$ cat src/hdl/three_voice_sound_generator_defines.svh
// Assertion macros shared by the sound generator RTL
`ifndef THREE_VOICE_SOUND_GENERATOR_DEFINES_SVH
`define THREE_VOICE_SOUND_GENERATOR_DEFINES_SVH

// implication checked on every clock unless in reset
`define TVSG_ASSERT_IMP(label, ante, cons) \
  label: assert property (@(posedge clk) disable iff (!rst_n) (ante) |-> (cons)) \
    else $error("assertion failed");

// next-cycle implication
`define TVSG_ASSERT_NXT(label, ante, cons) \
  label: assert property (@(posedge clk) disable iff (!rst_n) (ante) |=> (cons)) \
    else $error("assertion failed");

`endif

$ cat src/hdl/tvsg_pkg.sv
package tvsg_pkg;

  localparam int unsigned TONE_CHANNELS = 3;
  localparam int unsigned CH_W = (TONE_CHANNELS > 1) ? $clog2(TONE_CHANNELS) : 1;

  typedef enum logic [1:0] {
    CMD_TICK  = 2'd0,
    CMD_ADDR  = 2'd1,
    CMD_WRITE = 2'd2,
    CMD_READ  = 2'd3
  } cmd_t;

  typedef enum logic [2:0] {
    ST_IDLE,
    ST_TONE,
    ST_NOISE,
    ST_GATE,
    ST_ENV,
    ST_OUT
  } state_t;

  typedef struct packed {
    logic [1:0] cmd;
    logic [7:0] data;
  } in_item_t;

  typedef struct packed {
    logic [7:0]  read_data;
    logic [3:0]  level_a;
    logic        env_a;
    logic [3:0]  level_b;
    logic        env_b;
    logic [3:0]  level_c;
    logic        env_c;
    logic [17:0] sum_level;
  } out_item_t;

  function automatic logic [7:0] read_mask(input logic [3:0] idx);
    logic [7:0] m;
    case (idx)
      4'd1, 4'd3, 4'd5, 4'd13: m = 8'h0f;
      4'd6, 4'd8, 4'd9, 4'd10: m = 8'h1f;
      default:                 m = 8'hff;
    endcase
    return m;
  endfunction

  function automatic logic [15:0] level_value(input logic [3:0] lvl);
    logic [15:0] v;
    case (lvl)
      4'd0:  v = 16'd0;
      4'd1:  v = 16'd771;
      4'd2:  v = 16'd1028;
      4'd3:  v = 16'd1542;
      4'd4:  v = 16'd2570;
      4'd5:  v = 16'd3855;
      4'd6:  v = 16'd5397;
      4'd7:  v = 16'd8738;
      4'd8:  v = 16'd10280;
      4'd9:  v = 16'd16705;
      4'd10: v = 16'd23387;
      4'd11: v = 16'd29298;
      4'd12: v = 16'd37008;
      4'd13: v = 16'd46517;
      4'd14: v = 16'd55255;
      default: v = 16'd65535;
    endcase
    return v;
  endfunction

endpackage

$ cat src/hdl/tvsg_tone_div.sv
// Shared tone divider: quotient/remainder of a 12-bit count by a 12-bit period,
// one restoring step per cycle.
module tvsg_tone_div (
  input  logic        clk,
  input  logic        rst_n,
  input  logic        start,
  input  logic [11:0] dividend,
  input  logic [11:0] divisor,
  output logic        done,
  output logic [11:0] quot,
  output logic [11:0] rem
);

  logic [3:0]  cnt_r, cnt_nxt;
  logic        busy_r, busy_nxt;
  logic [11:0] q_r, q_nxt;
  logic [12:0] rem_r, rem_nxt;
  logic [11:0] d_r, d_nxt;
  logic [12:0] trial;

  // load on start, one shift-subtract step while busy, then done
  always_comb begin
    trial    = {rem_r[11:0], q_r[11]};
    cnt_nxt  = cnt_r;
    busy_nxt = busy_r;
    q_nxt    = q_r;
    rem_nxt  = rem_r;
    d_nxt    = d_r;
    done     = 1'b0;
    if (start) begin
      busy_nxt = 1'b1;
      cnt_nxt  = 4'd0;
      q_nxt    = dividend;
      rem_nxt  = 13'd0;
      d_nxt    = divisor;
    end else if (busy_r) begin
      if (trial >= {1'b0, d_r}) begin
        rem_nxt = trial - {1'b0, d_r};
        q_nxt   = {q_r[10:0], 1'b1};
      end else begin
        rem_nxt = trial;
        q_nxt   = {q_r[10:0], 1'b0};
      end
      cnt_nxt = cnt_r + 4'd1;
      if (cnt_r == 4'd11) busy_nxt = 1'b0;
    end else if (cnt_r == 4'd12) begin
      done    = 1'b1;
      cnt_nxt = 4'd0;
    end
  end

  always_ff @(posedge clk) begin
    if (!rst_n) begin
      cnt_r  <= 4'd0;
      busy_r <= 1'b0;
    end else begin
      cnt_r  <= cnt_nxt;
      busy_r <= busy_nxt;
    end
    q_r   <= q_nxt;
    rem_r <= rem_nxt;
    d_r   <= d_nxt;
  end

  assign quot = q_r;
  assign rem  = rem_r[11:0];

endmodule

$ cat src/hdl/three_voice_sound_generator.sv
// Register commands pass through the ST_OUT state and then the out_valid register;
// a clock tick runs ST_TONE once per tone channel on the shared divider, then
// ST_NOISE, ST_GATE, ST_ENV and ST_OUT. Handshake: one request at a time; the
// next request is taken the cycle after the result is accepted.
// Reset: synchronous active-low rst_n clears registers and tone/noise/envelope
// state; the LFSR resets to one and the chip starts selected.
`include "three_voice_sound_generator_defines.svh"
module three_voice_sound_generator (
  input  logic                 clk,
  input  logic                 rst_n,
  input  logic                 in_valid,
  output logic                 in_ready,
  input  tvsg_pkg::in_item_t   in_data,
  output logic                 out_valid,
  input  logic                 out_ready,
  output tvsg_pkg::out_item_t  out_data
);

  localparam int unsigned NCH = tvsg_pkg::TONE_CHANNELS;
  localparam int unsigned CW  = tvsg_pkg::CH_W;

  tvsg_pkg::state_t state_r, state_nxt;

  logic [7:0]  reg_file_r [16];
  logic [4:0]  sel_r;
  logic        selected_r;
  logic [11:0] tone_cnt_r [NCH];
  logic [4:0]  duty_r [NCH];
  logic        tone_out_r [NCH];
  logic        gate_r [NCH];
  logic [4:0]  noise_cnt_r;
  logic        prescale_r;
  logic [16:0] lfsr_r;
  logic [16:0] env_cnt_r;
  logic [3:0]  env_step_r;
  logic [3:0]  env_attack_r;
  logic        env_hold_r, env_alt_r, env_holding_r;
  logic [CW-1:0] ch_r;
  logic        div_busy_r;
  logic [7:0]  rd_r;
  tvsg_pkg::out_item_t out_r;

  // request capture
  logic acc;
  assign in_ready = (state_r == tvsg_pkg::ST_IDLE) && !out_valid;
  assign acc      = in_valid && in_ready;

  // shared divider for tone channel ch_r
  logic [3:0]  ri_f, ri_c;
  logic [11:0] period, cnt_inc, quot, rem;
  logic        div_start, div_done;
  assign ri_f      = 4'((32'(ch_r) * 2) & 32'hf);
  assign ri_c      = 4'((32'(ch_r) * 2 + 1) & 32'hf);
  assign period    = ({reg_file_r[ri_c][3:0], reg_file_r[ri_f]} == 12'd0) ? 12'd1 :
                     {reg_file_r[ri_c][3:0], reg_file_r[ri_f]};
  assign cnt_inc   = tone_cnt_r[ch_r] + 12'd1;
  assign div_start = (state_r == tvsg_pkg::ST_TONE) && !div_busy_r;

  tvsg_tone_div u_div (
    .clk      (clk),
    .rst_n    (rst_n),
    .start    (div_start),
    .dividend (cnt_inc),
    .divisor  (period),
    .done     (div_done),
    .quot     (quot),
    .rem      (rem)
  );

  // next state
  always_comb begin
    state_nxt = state_r;
    case (state_r)
      tvsg_pkg::ST_IDLE:  if (acc) state_nxt = (in_data.cmd == tvsg_pkg::CMD_TICK) ?
                                      tvsg_pkg::ST_TONE : tvsg_pkg::ST_OUT;
      tvsg_pkg::ST_TONE:  if (div_done && 32'(ch_r) == NCH - 1) state_nxt = tvsg_pkg::ST_NOISE;
      tvsg_pkg::ST_NOISE: state_nxt = tvsg_pkg::ST_GATE;
      tvsg_pkg::ST_GATE:  state_nxt = tvsg_pkg::ST_ENV;
      tvsg_pkg::ST_ENV:   state_nxt = tvsg_pkg::ST_OUT;
      tvsg_pkg::ST_OUT:   state_nxt = tvsg_pkg::ST_IDLE;
      default:            state_nxt = tvsg_pkg::ST_IDLE;
    endcase
  end

  // result assembly from current state
  logic [3:0]  lvl [3];
  logic        env [3];
  logic [17:0] sum;
  always_comb begin
    sum = 18'd0;
    for (int c = 0; c < 3; c++) begin
      lvl[c] = 4'd0;
      env[c] = 1'b0;
      if (c < NCH) begin
        env[c] = reg_file_r[8 + c][4];
        if (gate_r[c]) lvl[c] = env[c] ? (env_step_r ^ env_attack_r) :
                                          reg_file_r[8 + c][3:0];
      end
      sum = sum + 18'(tvsg_pkg::level_value(lvl[c]));
    end
  end

  logic nz_fire, env_fire;
  logic [4:0]  nz_inc;
  logic [16:0] env_inc;
  logic [16:0] env_period;
  assign nz_inc     = noise_cnt_r + 5'd1;
  assign nz_fire    = (nz_inc >= reg_file_r[6][4:0]) || (nz_inc == 5'd0);
  assign env_inc    = env_cnt_r + 17'd1;
  assign env_period = {reg_file_r[12], reg_file_r[11], 1'b0};
  assign env_fire   = env_inc >= env_period;

  function automatic logic en_bit(input logic [7:0] r7, input int b);
    return (b > 7) ? 1'b0 : r7[b];
  endfunction

  // datapath registers
  always_ff @(posedge clk) begin
    if (!rst_n) begin
      state_r       <= tvsg_pkg::ST_IDLE;
      for (int i = 0; i < 16; i++) reg_file_r[i] <= 8'd0;
      sel_r         <= 5'd0;
      selected_r    <= 1'b1;
      for (int c = 0; c < NCH; c++) begin
        tone_cnt_r[c] <= 12'd0;
        duty_r[c]     <= 5'd0;
        tone_out_r[c] <= 1'b0;
        gate_r[c]     <= 1'b0;
      end
      noise_cnt_r   <= 5'd0;
      prescale_r    <= 1'b0;
      lfsr_r        <= 17'd1;
      env_cnt_r     <= 17'd0;
      env_step_r    <= 4'd0;
      env_attack_r  <= 4'd0;
      env_hold_r    <= 1'b0;
      env_alt_r     <= 1'b0;
      env_holding_r <= 1'b0;
      ch_r          <= '0;
      div_busy_r    <= 1'b0;
      rd_r          <= 8'd0;
      out_valid     <= 1'b0;
    end else begin
      state_r <= state_nxt;
      if (out_valid && out_ready) out_valid <= 1'b0;
      case (state_r)
        tvsg_pkg::ST_IDLE: if (acc) begin
          ch_r <= '0;
          case (in_data.cmd)
            tvsg_pkg::CMD_ADDR: begin
              rd_r       <= 8'd0;
              selected_r <= in_data.data[7:4] == 4'd0;
              sel_r      <= in_data.data[4:0];
            end
            tvsg_pkg::CMD_WRITE: begin
              rd_r <= 8'd0;
              if (selected_r) begin
                reg_file_r[sel_r[3:0]] <= in_data.data;
                if (sel_r[3:0] == 4'd13) begin
                  env_attack_r <= in_data.data[2] ? 4'hf : 4'h0;
                  env_hold_r   <= in_data.data[3] ? in_data.data[0] : 1'b1;
                  env_alt_r    <= in_data.data[3] ? in_data.data[1] : in_data.data[2];
                  env_step_r   <= 4'hf;
                  env_holding_r <= 1'b0;
                end
              end
            end
            tvsg_pkg::CMD_READ: rd_r <= selected_r ?
                (reg_file_r[sel_r[3:0]] & tvsg_pkg::read_mask(sel_r[3:0])) : 8'hff;
            default: rd_r <= 8'd0;
          endcase
        end
        tvsg_pkg::ST_TONE: begin
          if (div_start) div_busy_r <= 1'b1;
          if (div_done) begin
            div_busy_r <= 1'b0;
            if (quot != 12'd0) begin
              duty_r[ch_r]     <= duty_r[ch_r] - quot[4:0];
              tone_out_r[ch_r] <= duty_r[ch_r][0] ^ quot[0];
              tone_cnt_r[ch_r] <= rem;
            end else begin
              tone_cnt_r[ch_r] <= cnt_inc;
            end
            if (32'(ch_r) != NCH - 1) ch_r <= ch_r + CW'(1);
          end
        end
        tvsg_pkg::ST_NOISE: begin
          if (nz_fire) begin
            noise_cnt_r <= 5'd0;
            prescale_r  <= ~prescale_r;
            if (prescale_r) lfsr_r <= {lfsr_r[0] ^ lfsr_r[3], lfsr_r[16:1]};
          end else begin
            noise_cnt_r <= nz_inc;
          end
        end
        tvsg_pkg::ST_GATE: begin
          for (int c = 0; c < NCH; c++)
            gate_r[c] <= (tone_out_r[c] | en_bit(reg_file_r[7], c)) &
                         (lfsr_r[0] | en_bit(reg_file_r[7], c + 3));
        end
        tvsg_pkg::ST_ENV: if (!env_holding_r) begin
          if (env_fire) begin
            env_cnt_r <= 17'd0;
            if (env_step_r == 4'd0) begin
              if (env_alt_r) env_attack_r <= env_attack_r ^ 4'hf;
              if (env_hold_r) env_holding_r <= 1'b1;
              else env_step_r <= 4'hf;
            end else begin
              env_step_r <= env_step_r - 4'd1;
            end
          end else begin
            env_cnt_r <= env_inc;
          end
        end
        tvsg_pkg::ST_OUT: out_valid <= 1'b1;
        default: ;
      endcase
    end
  end

  // output register
  always_ff @(posedge clk) begin
    if (state_r == tvsg_pkg::ST_OUT) begin
      out_r.read_data <= rd_r;
      out_r.level_a   <= lvl[0];
      out_r.env_a     <= env[0];
      out_r.level_b   <= lvl[1];
      out_r.env_b     <= env[1];
      out_r.level_c   <= lvl[2];
      out_r.env_c     <= env[2];
      out_r.sum_level <= sum;
    end
  end
  assign out_data = out_r;

  `TVSG_ASSERT_IMP(a_no_accept_busy, state_r != tvsg_pkg::ST_IDLE, !in_ready)
  `TVSG_ASSERT_NXT(a_out_follows, state_r == tvsg_pkg::ST_OUT, out_valid)
  `TVSG_ASSERT_IMP(a_lfsr_nonzero, 1'b1, lfsr_r != 17'd0)
  `TVSG_ASSERT_IMP(a_holding_step, env_holding_r, env_step_r == 4'd0)

endmodule
$ cat config.mk
export PLATFORM = sky130hd
export DESIGN_NAME = three_voice_sound_generator
export DESIGN_NICKNAME = d
export VERILOG_FILES = /design/src/hdl/tvsg_pkg.sv /design/src/hdl/tvsg_tone_div.sv /design/src/hdl/three_voice_sound_generator.sv
export VERILOG_INCLUDE_DIRS = /design/src /design/src/hdl
export SDC_FILE = /design/constraint.sdc
export NUM_CORES = 1
export LEC_CHECK = 0
export BUFFER_PORTS_ARGS = -buffer_cell sky130_fd_sc_hd__buf_4
export CORE_MARGIN = 2
export CORE_UTILIZATION = 60
export CTS_CLUSTER_DIAMETER = 100
export DETAILED_ROUTE_END_ITERATION = 6
export HOLD_SLACK_MARGIN = 0.15
export PLACE_DENSITY = 0.77
export SYNTH_ARGS = -nofsm -noshare
export SYNTH_HDL_FRONTEND = slang
export SYNTH_SLANG_ARGS = --single-unit
$ cat constraint.sdc
create_clock -name clk -period 4.77 [get_ports clk]
set_input_delay 0 -clock clk [delete_from_list [all_inputs] [get_ports clk]]
set_output_delay 0 -clock clk [all_outputs]
set_load 0.02 [all_outputs]
==> results of run 1 <==
layout make-up:
cell class | count | area, sq um
fillers | 2229 | 9980
flip-flops and latches | 347 | 9430
multi-input cells | 1071 | 8180
clock buffers | 49 | 1010
repair buffers | 92 | 736
well taps | 396 | 495
inverters | 95 | 357
clock inverters | 20 | 160
path summary, 6_finish.rpt:
path | end | slack, ns | cells after the start
setup / recovery | out_data[15]$_DFFE_PP_ | 0.53 | 15
hold / removal | out_valid$_SDFFE_PN0P_ | 0.34 | 4
setup reg to reg | out_data[15]$_DFFE_PP_ | 0.53 | 15
hold reg to reg | out_data[35]$_DFFE_PP_ | 0.45 | 0
cell families (layout without fill, tap and decap cells):
family,count (synthesis),after routing,synth area share (%)
DFF,347,347,51.3
and+or+nand+nor,573,573,17.2
adders and majority gates,77,77,5.65
buffers and inverters,181,256,4.26
xor gates and xnor gates,64,64,3.05
AOI/OAI and AO/OA,271,271,9.14
muxes,86,86,9.44
worst register-to-register path, cell delays in order (launching register included):
cell       delay, ns
edfxtp_1        0.53
o211ai_1        0.73
nor2_1          0.18
o22ai_1         0.23
fa_1            0.45
inv_1           0.07
ha_1            0.24
inv_1           0.08
fa_1            0.45
nor2b_1         0.14
o21ai_0         0.10
a21oi_1         0.24
o2111ai_1       0.18
nand3_1         0.12
a21oi_1         0.10
xnor2_1         0.13
stage by stage:
stage	hold WS (ns)	worst slack [ns]	total power [uW]	utilization, %
5_1_grt	0.356	0.143	8990	67.1
3_3_place_gp	0.314	0.508	5730	62.5
6_report	0.341	0.526	8610	67.1
4_1_cts	0.320	0.342	8610	67.0
3_5_place_dp	0.317	0.423	5800	62.5
2_1_floorplan	0.186	0.820	5280	-
state kept, by name (all words and copies together), names as in the netlist, 5 cells and up, named ones only:
register and cells:
lfsr_r 17, tone_cnt_r 48, rd_r 8, u_div.quot 12, noise_cnt_r 5, u_div.d_r 12, out_data 41, env_cnt_r 17
reg_file_r 128, u_div.rem_r 12
cell usage after synthesis, types with 4 or more instances:
cell and count:
o211a_1 6, a211oi_1 4, buf_6 7, nor4_4 5, a21oi_1 67, o21ai_1 7
buf_2 11, buf_1 5, o21ai_0 93, nand2b_1 25, nand4_1 11, a21boi_0 10
a22o_1 4, a21o_1 10, o21a_1 4, nor2_4 7, clkbuf_1 55, and3_1 17
nor2_2 4, o31ai_1 9, nor2_1 86, edfxtp_1 248, dfxtp_1 99, nor3_1 23
xor2_1 23, mux2i_1 21, xnor2_1 41, nand3_1 59, nor4_1 10, fa_1 10
mux4_1 15, o22ai_1 7, buf_4 7, or3_1 7, nand2_1 138, inv_1 93
mux4_2 48, and2_1 125, nor3b_1 5, ha_1 67, o211ai_1 16, a31oi_1 4
nor2b_1 22
power by group:
part | internal [uW] | switching, uW | total [uW]
Combinational | 750 | 1190 | 1940
Sequential | 3600 | 258 | 3860
Clock | 1620 | 1190 | 2810
what timing repair did:
item,CTS,global route
endpoints found under the hold margin,150,0
hold buffers,18,0
endpoints found under the setup margin,0,2
buffers inserted,0,5
routing by layer:
metal / vias up / GRT usage, %
met2: 456 / 45.1
li1: 5886 / -
met5: - / 0
met1: 6143 / 36.0
met4: 0 / 8.43
met3: 87 / 4.16
==> run metrics, run 1 <==
status=finished clean; clock latency on the worst-skew pair=0.53 ns; placed cell areas=19,000 sq um; # diodes=0; CTS tree=yes; RSZ-0062 raised after global routing=no; Inst Count DP=1,978; vias in the first global route=12,100; crit-path max FO=11; Leak Pwr=0.00779 uW; IO buf count=56; critical path class=flop to flop; Max stage delay on crit path=0.73 ns; I/O pin count=57; hold_sp=out_ready; main flop type after synthesis=edfxtp_1; CTS sink count=347; Yosys warning total=0; crit path cell chain=o211ai_1 > nor2_1 > o22ai_1 > fa_1 > inv_1 > ha_1 > inv_1 > fa_1 > nor2b_1 > o21ai_0 > a21oi_1 > o2111ai_1 > nand3_1 > a21oi_1 > xnor2_1; CTS Root Buffer Type=clkbuf_16; Post-synth EDFFs=248; HP Class=input port to flop; Worst Path Required=5.03 ns; vias after detailed routing=12,600; Die X=179 um; area of the die=32,100 sq um; most common cell after layout, fill and taps aside=edfxtp_1; Met1 Wirelength=17.6 mm; gr ovfl total=0; peak supply drop=337 uV; vias per inst=6.07; CP max stage cell=o211ai_1; WL/cell=20.4 um; FF-to-FF Start=reg_file_r[10][4]$_SDFFCE_PN0P_; initial antenna violation count=0; Synth async-reset ratio=0%; DR top layer=met4; initial core utilization=60.6%; commonest non-fill, non-tap cells in the layout=248 x edfxtp_1, 138 x nand2_1, 125 x and2_1; post-synth top area cell=edfxtp_1; crit path capture type=flop; Die Y=179 um; FMAX=0.236 GHz; synthesized area per cell=11.5 sq um; Worst slew margin=17.5%; nets=1,736; TritonCTS Buffers=38; share of cells above drive strength 1=13.1%; Detail Route Antenna Nets=0; Non-Filler Instances=2,070; setup_tns=0 ns; Pre-antenna DRT Iters=6; Power Density=422 nW/um^2; Tmin final=4.24 ns; post-cts resize count=0; worst path arrival time=4.50 ns; design area=20,400 sq um; met2 WL post-DR=20.7 mm; Final Hold Viols=0; Worst Path Buf+Inv=2; global-route wire length before repair=65.8 mm; Final HPWL DP=29.0 mm; Mapped Area=18,400 sq um; htree depth=2; Area Overhead vs Synth=10.8%; Seq cells post-synth=347; gpl congestion=0.908; drt drc=0; delay-heaviest family, CP=compound AO/OA/AOI/OAI gates; setup skew after layout=0.0241 ns; Slew @ Worst Pin=1.23 ns; Net Count, Synth=1,690; crit share post-route=89.0%; fin. max-slew vios=0; Rows=64; met3 WL post-DR=2.85 mm; Yosys top cell area share=40.5%; Final setup viols=0; Starting DRT DRC Count=1,207; Setup crit start=reg_file_r[10][4]$_SDFFCE_PN0P_; GRT Util Overall=26.9%; CTS clk-pin slew, worst paths=0.06 ns; largest net degree at the start of global routing=96; Critical Path Source Type=flop; Routed WL=42.3 mm; Post-Syn Instances=1,599; synth top area cells=edfxtp_1 40%, dfxtp_1 11%, mux4_2 5.9%; sequential fraction of the synthesis area=51.3%; clk buf depth=3; number of max-cap violations=0; core box area=30,300 sq um; post-synth cell types=85
Note: power is estimated with default switching activity, not from simulation.
==> run 2, diff against run 1 <==
--- a/config.mk
+++ b/config.mk
@@ -10,3 +10,3 @@
 export CORE_MARGIN = 2
-export CORE_UTILIZATION = 60
+export CORE_UTILIZATION = 45
 export CTS_CLUSTER_DIAMETER = 100
@@ -14,3 +14,2 @@
 export HOLD_SLACK_MARGIN = 0.15
-export PLACE_DENSITY = 0.77
 export SYNTH_ARGS = -nofsm -noshare
==> constraint.sdc (replaced) <==
create_clock -name clk -period 4.77 [get_ports clk]
set_input_delay 0.954 -clock clk [delete_from_list [all_inputs] [get_ports clk]]
set_output_delay 0.954 -clock clk [all_outputs]
set_load 0.02 [all_outputs]
==> run 2 against run 1 <==
  * Clock skew fell by 0.0056 ns
  * Sequential power barely moved
  * Largest cell class unchanged
  * Utilization fell by 16 points
  * Non-clock buffer count shrank 9
==> run metrics, run 2 (same netlist as run 1, synthesis figures left out) <==
commonest non-fill, non-tap cells in the layout=248 x edfxtp_1, 138 x nand2_1, 125 x and2_1; status=finished clean; peak supply drop=250 uV; CP max stage cell=edfxtp_1; share of cells above drive strength 1=13.7%; Slew @ Worst Pin=1.09 ns; worst path arrival time=4.67 ns; setup skew after layout=0.0185 ns; initial antenna violation count=1; placed cell areas=19,200 sq um; vias in the first global route=12,000; global-route wire length before repair=68.6 mm; Starting DRT DRC Count=833; initial core utilization=45.4%; Worst Path Buf+Inv=3; Leak Pwr=0.00782 uW; gpl congestion=0.861; Hold Crit Depth=0; gr ovfl total=0; Place WS=0.357 ns; Die X=206 um; Reg-to-Reg End=out_data[15]$_DFFE_PP_; max FFs per register=128; Clock power frac=34.6%; clock latency on the worst-skew pair=0.56 ns; Routed WL=44.5 mm; Most Frequent Cell on Critical Path=inv_1; CTS sink count=347; crit path capture type=flop; htree depth=2; Power Density=430 nW/um^2; hold_sp=rd_r[6]$_SDFFE_PN0P_; most common cell after layout, fill and taps aside=edfxtp_1; vias after detailed routing=12,300; CTS Root Buffer Type=clkbuf_16; Critical Path Source Type=flop; Worst slew margin=27.1%; Reg power frac=43.6%; Final HPWL DP=31.4 mm; clk buf depth=3; Non-Filler Instances=2,199; largest net degree at the start of global routing=54; Tmin final=4.38 ns; crit-path max FO=10; CTS tree=yes; Switching Power=2670 uW; Worst Path Required=5.06 ns; critical path class=flop to flop; RSZ-0062 raised after global routing=no; sw frac=30.2%; fin. max-slew vios=0; Detail Route Antenna Nets=0; setup_tns=0 ns; Hold-fix buffers, CTS=0; end of the worst hold path=out_data[39]$_DFFE_PP_; FF-to-FF Start=reg_file_r[9][4]$_SDFFCE_PN0P_; GRT Util Overall=21.3%; # diodes=0; crit share post-route=91.8%; WL/cell=20.2 um; area of the die=42,500 sq um; HP Class=flop to flop; Inst Count DP=2,125; largest register by flop count=reg_file_r; delay-heaviest family, CP=compound AO/OA/AOI/OAI gates; crit path cell chain=o211ai_1 > inv_1 > ha_1 > o211ai_1 > o21ai_0 > fa_1 > inv_1 > ha_1 > inv_1 > fa_1 > nor2b_1 > o21ai_0 > a21oi_1 > o2111ai_1 > nand3_1 > a21oi_1 > xnor2_1; WHS=0.432 ns; I/O pin count=57; number of max-cap violations=0; Final setup viols=0; Rows=74; reg2reg path depth=17; drt drc=0; Final Hold Viols=0; FMAX=0.228 GHz; Final WS setup=0.391 ns; vias per inst=5.57; design area=20,600 sq um; Max stage delay on crit path=0.52 ns; nets=1,728; Die Y=206 um; core box area=40,600 sq um; Pre-antenna DRT Iters=5; reg2reg setup slack=0.39 ns; Area Overhead vs Synth=11.7%; IO buf count=56; Comb power frac=21.8%; Internal Power=6170 uW; TritonCTS Buffers=39; CTS clk-pin slew, worst paths=0.06 ns
-- run 2: power by group through the flow --
stage / clock (uW) / sequential, uW / combinational [uW]
after global placement: 0 / 3920 / 1900
final: 3060 / 3850 / 1930
after global routing: 3240 / 3900 / 2160
after CTS: 3120 / 3860 / 1940
after detailed placement: 0 / 3920 / 1930
after floorplan: 0 / 3830 / 1450
-- run 2: per-stage QoR --
step | utilization (%) | power (uW)
after floorplan | - | 5280
after global placement | 47.4 | 5820
after detailed placement | 47.4 | 5850
after CTS | 50.6 | 8920
after global routing | 50.7 | 9290
final | 50.7 | 8840
-- run 2: what timing repair did --
action	CTS	global route
setup endpoints to repair	0	2
resized for setup	0	1
setup buffers	0	3
-- run 2: how the worst max path moves through the flow --
stage,startpoint,endpoint,depth (start not counted)
final,reg_file_r[9][4]$_SDFFCE_PN0P_,out_data[15]$_DFFE_PP_,17
after global routing,reg_file_r[9][4]$_SDFFCE_PN0P_,out_data[15]$_DFFE_PP_,17
after CTS,reg_file_r[8][4]$_SDFFCE_PN0P_,out_data[15]$_DFFE_PP_,17
after floorplan,reg_file_r[8][4]$_SDFFCE_PN0P_,out_data[15]$_DFFE_PP_,18
after detailed placement,reg_file_r[8][4]$_SDFFCE_PN0P_,out_data[15]$_DFFE_PP_,17
after global placement,reg_file_r[8][4]$_SDFFCE_PN0P_,out_data[15]$_DFFE_PP_,17
-- run 2: routing by layer --
layer | track usage (%) | routed length (um)
met1 | 28.6 | 19400
met2 | 35.1 | 21300
met3 | 4.27 | 2740
met4 | 6.05 | 1030
met5 | 0 | 0
-- run 2: area by class of cell --
class | instances | area [sq um]
Tap cell | 532 | 666
Timing Repair Buffer | 83 | 623
Clock inverter | 19 | 190
Fill cell | 3574 | 20000
Inverter | 95 | 357
Sequential cell | 347 | 9430
Multi-Input combinational cell | 1071 | 8190
Clock buffer | 52 | 1100
==> run 3, diff against run 2 <==
Settings changed: CORE_ASPECT_RATIO from default to 0.5.
==> run 3 against run 2 <==
  * Total power down 3.8%
  * Die area up 0.23%
  * Largest cell class unchanged
  * Non-clock buffer count decreased by 2
  * First-iteration DRC count grew 10%
  * Combinational power is essentially flat
  * Global-route usage down 0.59 points
  * Sequential cell count unchanged
  * Clock skew rose by 0.00094 ns
  * Cell area decreased by 0.89%
  * Via count rose by 0.33%
  * Worst setup slack gained 0.056 ns
  * Utilization shrank 0.19 points
==> run metrics, run 3 (same netlist as run 1, synthesis figures left out) <==
nets=1,722; initial antenna violation count=1; setup skew after layout=0.0194 ns; Final HPWL DP=31.7 mm; status=finished clean; # diodes=0; crit path capture type=flop; Clock power frac=32.1%; vias after detailed routing=12,300; sw frac=30.7%; IO buf count=56; area of the die=42,600 sq um; number of max-cap violations=0; clk buf depth=3; peak supply drop=312 uV; TritonCTS Buffers=35; I/O pin count=57; Final Hold Viols=0; crit-path max FO=10; setup_tns=0 ns; critical path class=flop to flop; WL/cell=20.1 um; largest net degree at the start of global routing=73; reg2reg setup slack=0.45 ns; initial core utilization=45.6%; Internal Power=5890 uW; GR met3 Demand/Resource=3.28%; gpl congestion=0.891; Leak Pwr=0.00773 uW; largest register by flop count=reg_file_r; max FFs per register=128; Reg power frac=45.2%; drt drc=0; FMAX=0.231 GHz; CTS Root Buffer Type=clkbuf_16; most common cell after layout, fill and taps aside=edfxtp_1; htree depth=2; Die X=290 um; CTS tree=yes; HP Class=flop to flop; Place WS=0.263 ns; Routed WL=44.1 mm; core box area=40,300 sq um; Slew @ Worst Pin=1.05 ns; crit share post-route=90.6%; commonest non-fill, non-tap cells in the layout=248 x edfxtp_1, 138 x nand2_1, 125 x and2_1; Die Y=147 um; Rows=52; Final WS setup=0.447 ns; GRT Util Overall=20.7%; vias in the first global route=12,000; Final setup viols=0; gr ovfl total=0; vias per inst=5.59; worst path arrival time=4.59 ns; Hold-fix buffers, CTS=0; CTS sink count=347; Top Usage Layer GRT=met2; share of cells above drive strength 1=13.2%; Switching Power=2610 uW; Finished Core Util=50.5%; Starting DRT DRC Count=919; Power Density=417 nW/um^2; Critical Path Source Type=flop; fin. max-slew vios=0; Final Total Pwr=8500 uW; clock latency on the worst-skew pair=0.53 ns; grt met1 use=29.1%; Detail Route Antenna Nets=0; Area Overhead vs Synth=10.7%; CTS clk-pin slew, worst paths=0.06 ns; Worst slew margin=30.1%; global-route wire length before repair=68.9 mm; Pre-antenna DRT Iters=7; Tmin final=4.32 ns; RSZ-0062 raised after global routing=no; Comb power frac=22.7%; met2 GRT Util=34.4%; post-cts resize count=0; Worst Path Required=5.03 ns
run 3: worst max-delay path, stage by stage, from the launching register on:
cell and delay, ns:
edfxtp_1 0.52, o211ai_1 0.60, inv_2 0.22, a31oi_1 0.22, o21ai_0 0.16, fa_1 0.44
inv_1 0.08, ha_1 0.24, inv_1 0.07, fa_1 0.44, nor2b_1 0.14, o21ai_0 0.10
a21oi_1 0.27, o2111ai_1 0.19, nand3_1 0.12, a21oi_1 0.09, xnor2_1 0.13
run 3: per-layer routing:
metal  up-vias  wire length [um]
li1       5868                 -
met1      6033             20500
met2       336             20600
met3        55              2310
met4         0               696
met5         -                 0
run 3: path summary, 6_finish.rpt:
| kind | cells past startpoint | endpoint | start |
|---|---|---|---|
| hold / removal | 0 | out_data[40]$_DFFE_PP_ | rd_r[7]$_SDFFE_PN0P_ |
| setup reg to reg | 16 | out_data[15]$_DFFE_PP_ | reg_file_r[8][4]$_SDFFCE_PN0P_ |
| setup / recovery | 16 | out_data[15]$_DFFE_PP_ | reg_file_r[8][4]$_SDFFCE_PN0P_ |
| hold reg to reg | 0 | out_data[40]$_DFFE_PP_ | rd_r[7]$_SDFFE_PN0P_ |
run 3: what timing repair did:
action / CTS / global route
buffers inserted: 0 / 5
hold endpoints to repair: 0 / 0
setup endpoints to repair: 0 / 3
run 3: power groups by stage:
stage / Clock (uW) / Combinational (uW) / Sequential (uW)
6_report: 2730 / 1930 / 3840
5_1_grt: 2910 / 2150 / 3870
4_1_cts: 2790 / 1920 / 3850
3_5_place_dp: 0 / 1910 / 3910
3_3_place_gp: 0 / 1870 / 3900
2_1_floorplan: 0 / 1450 / 3830
run 3: metrics by stage:
stage / cells / instance area [sq um] / hold slack (ns)
detailed placement: 2129 / 19200 / 0.426
CTS: 2193 / 20300 / 0.438
finish: 2198 / 20400 / 0.437
global route: 2198 / 20400 / 0.448
global placement: 2129 / 19200 / 0.419
floorplan: 1599 / 18400 / 0.408
run 3: layout make-up:
class                   count  area (sq um)
fillers                  3549         20000
well taps                 540           676
clock buffers              53          1030
repair buffers             81           608
flip-flops and latches    347          9430
multi-input cells        1071          8180
clock inverters            11          91.3
inverters                  95           357
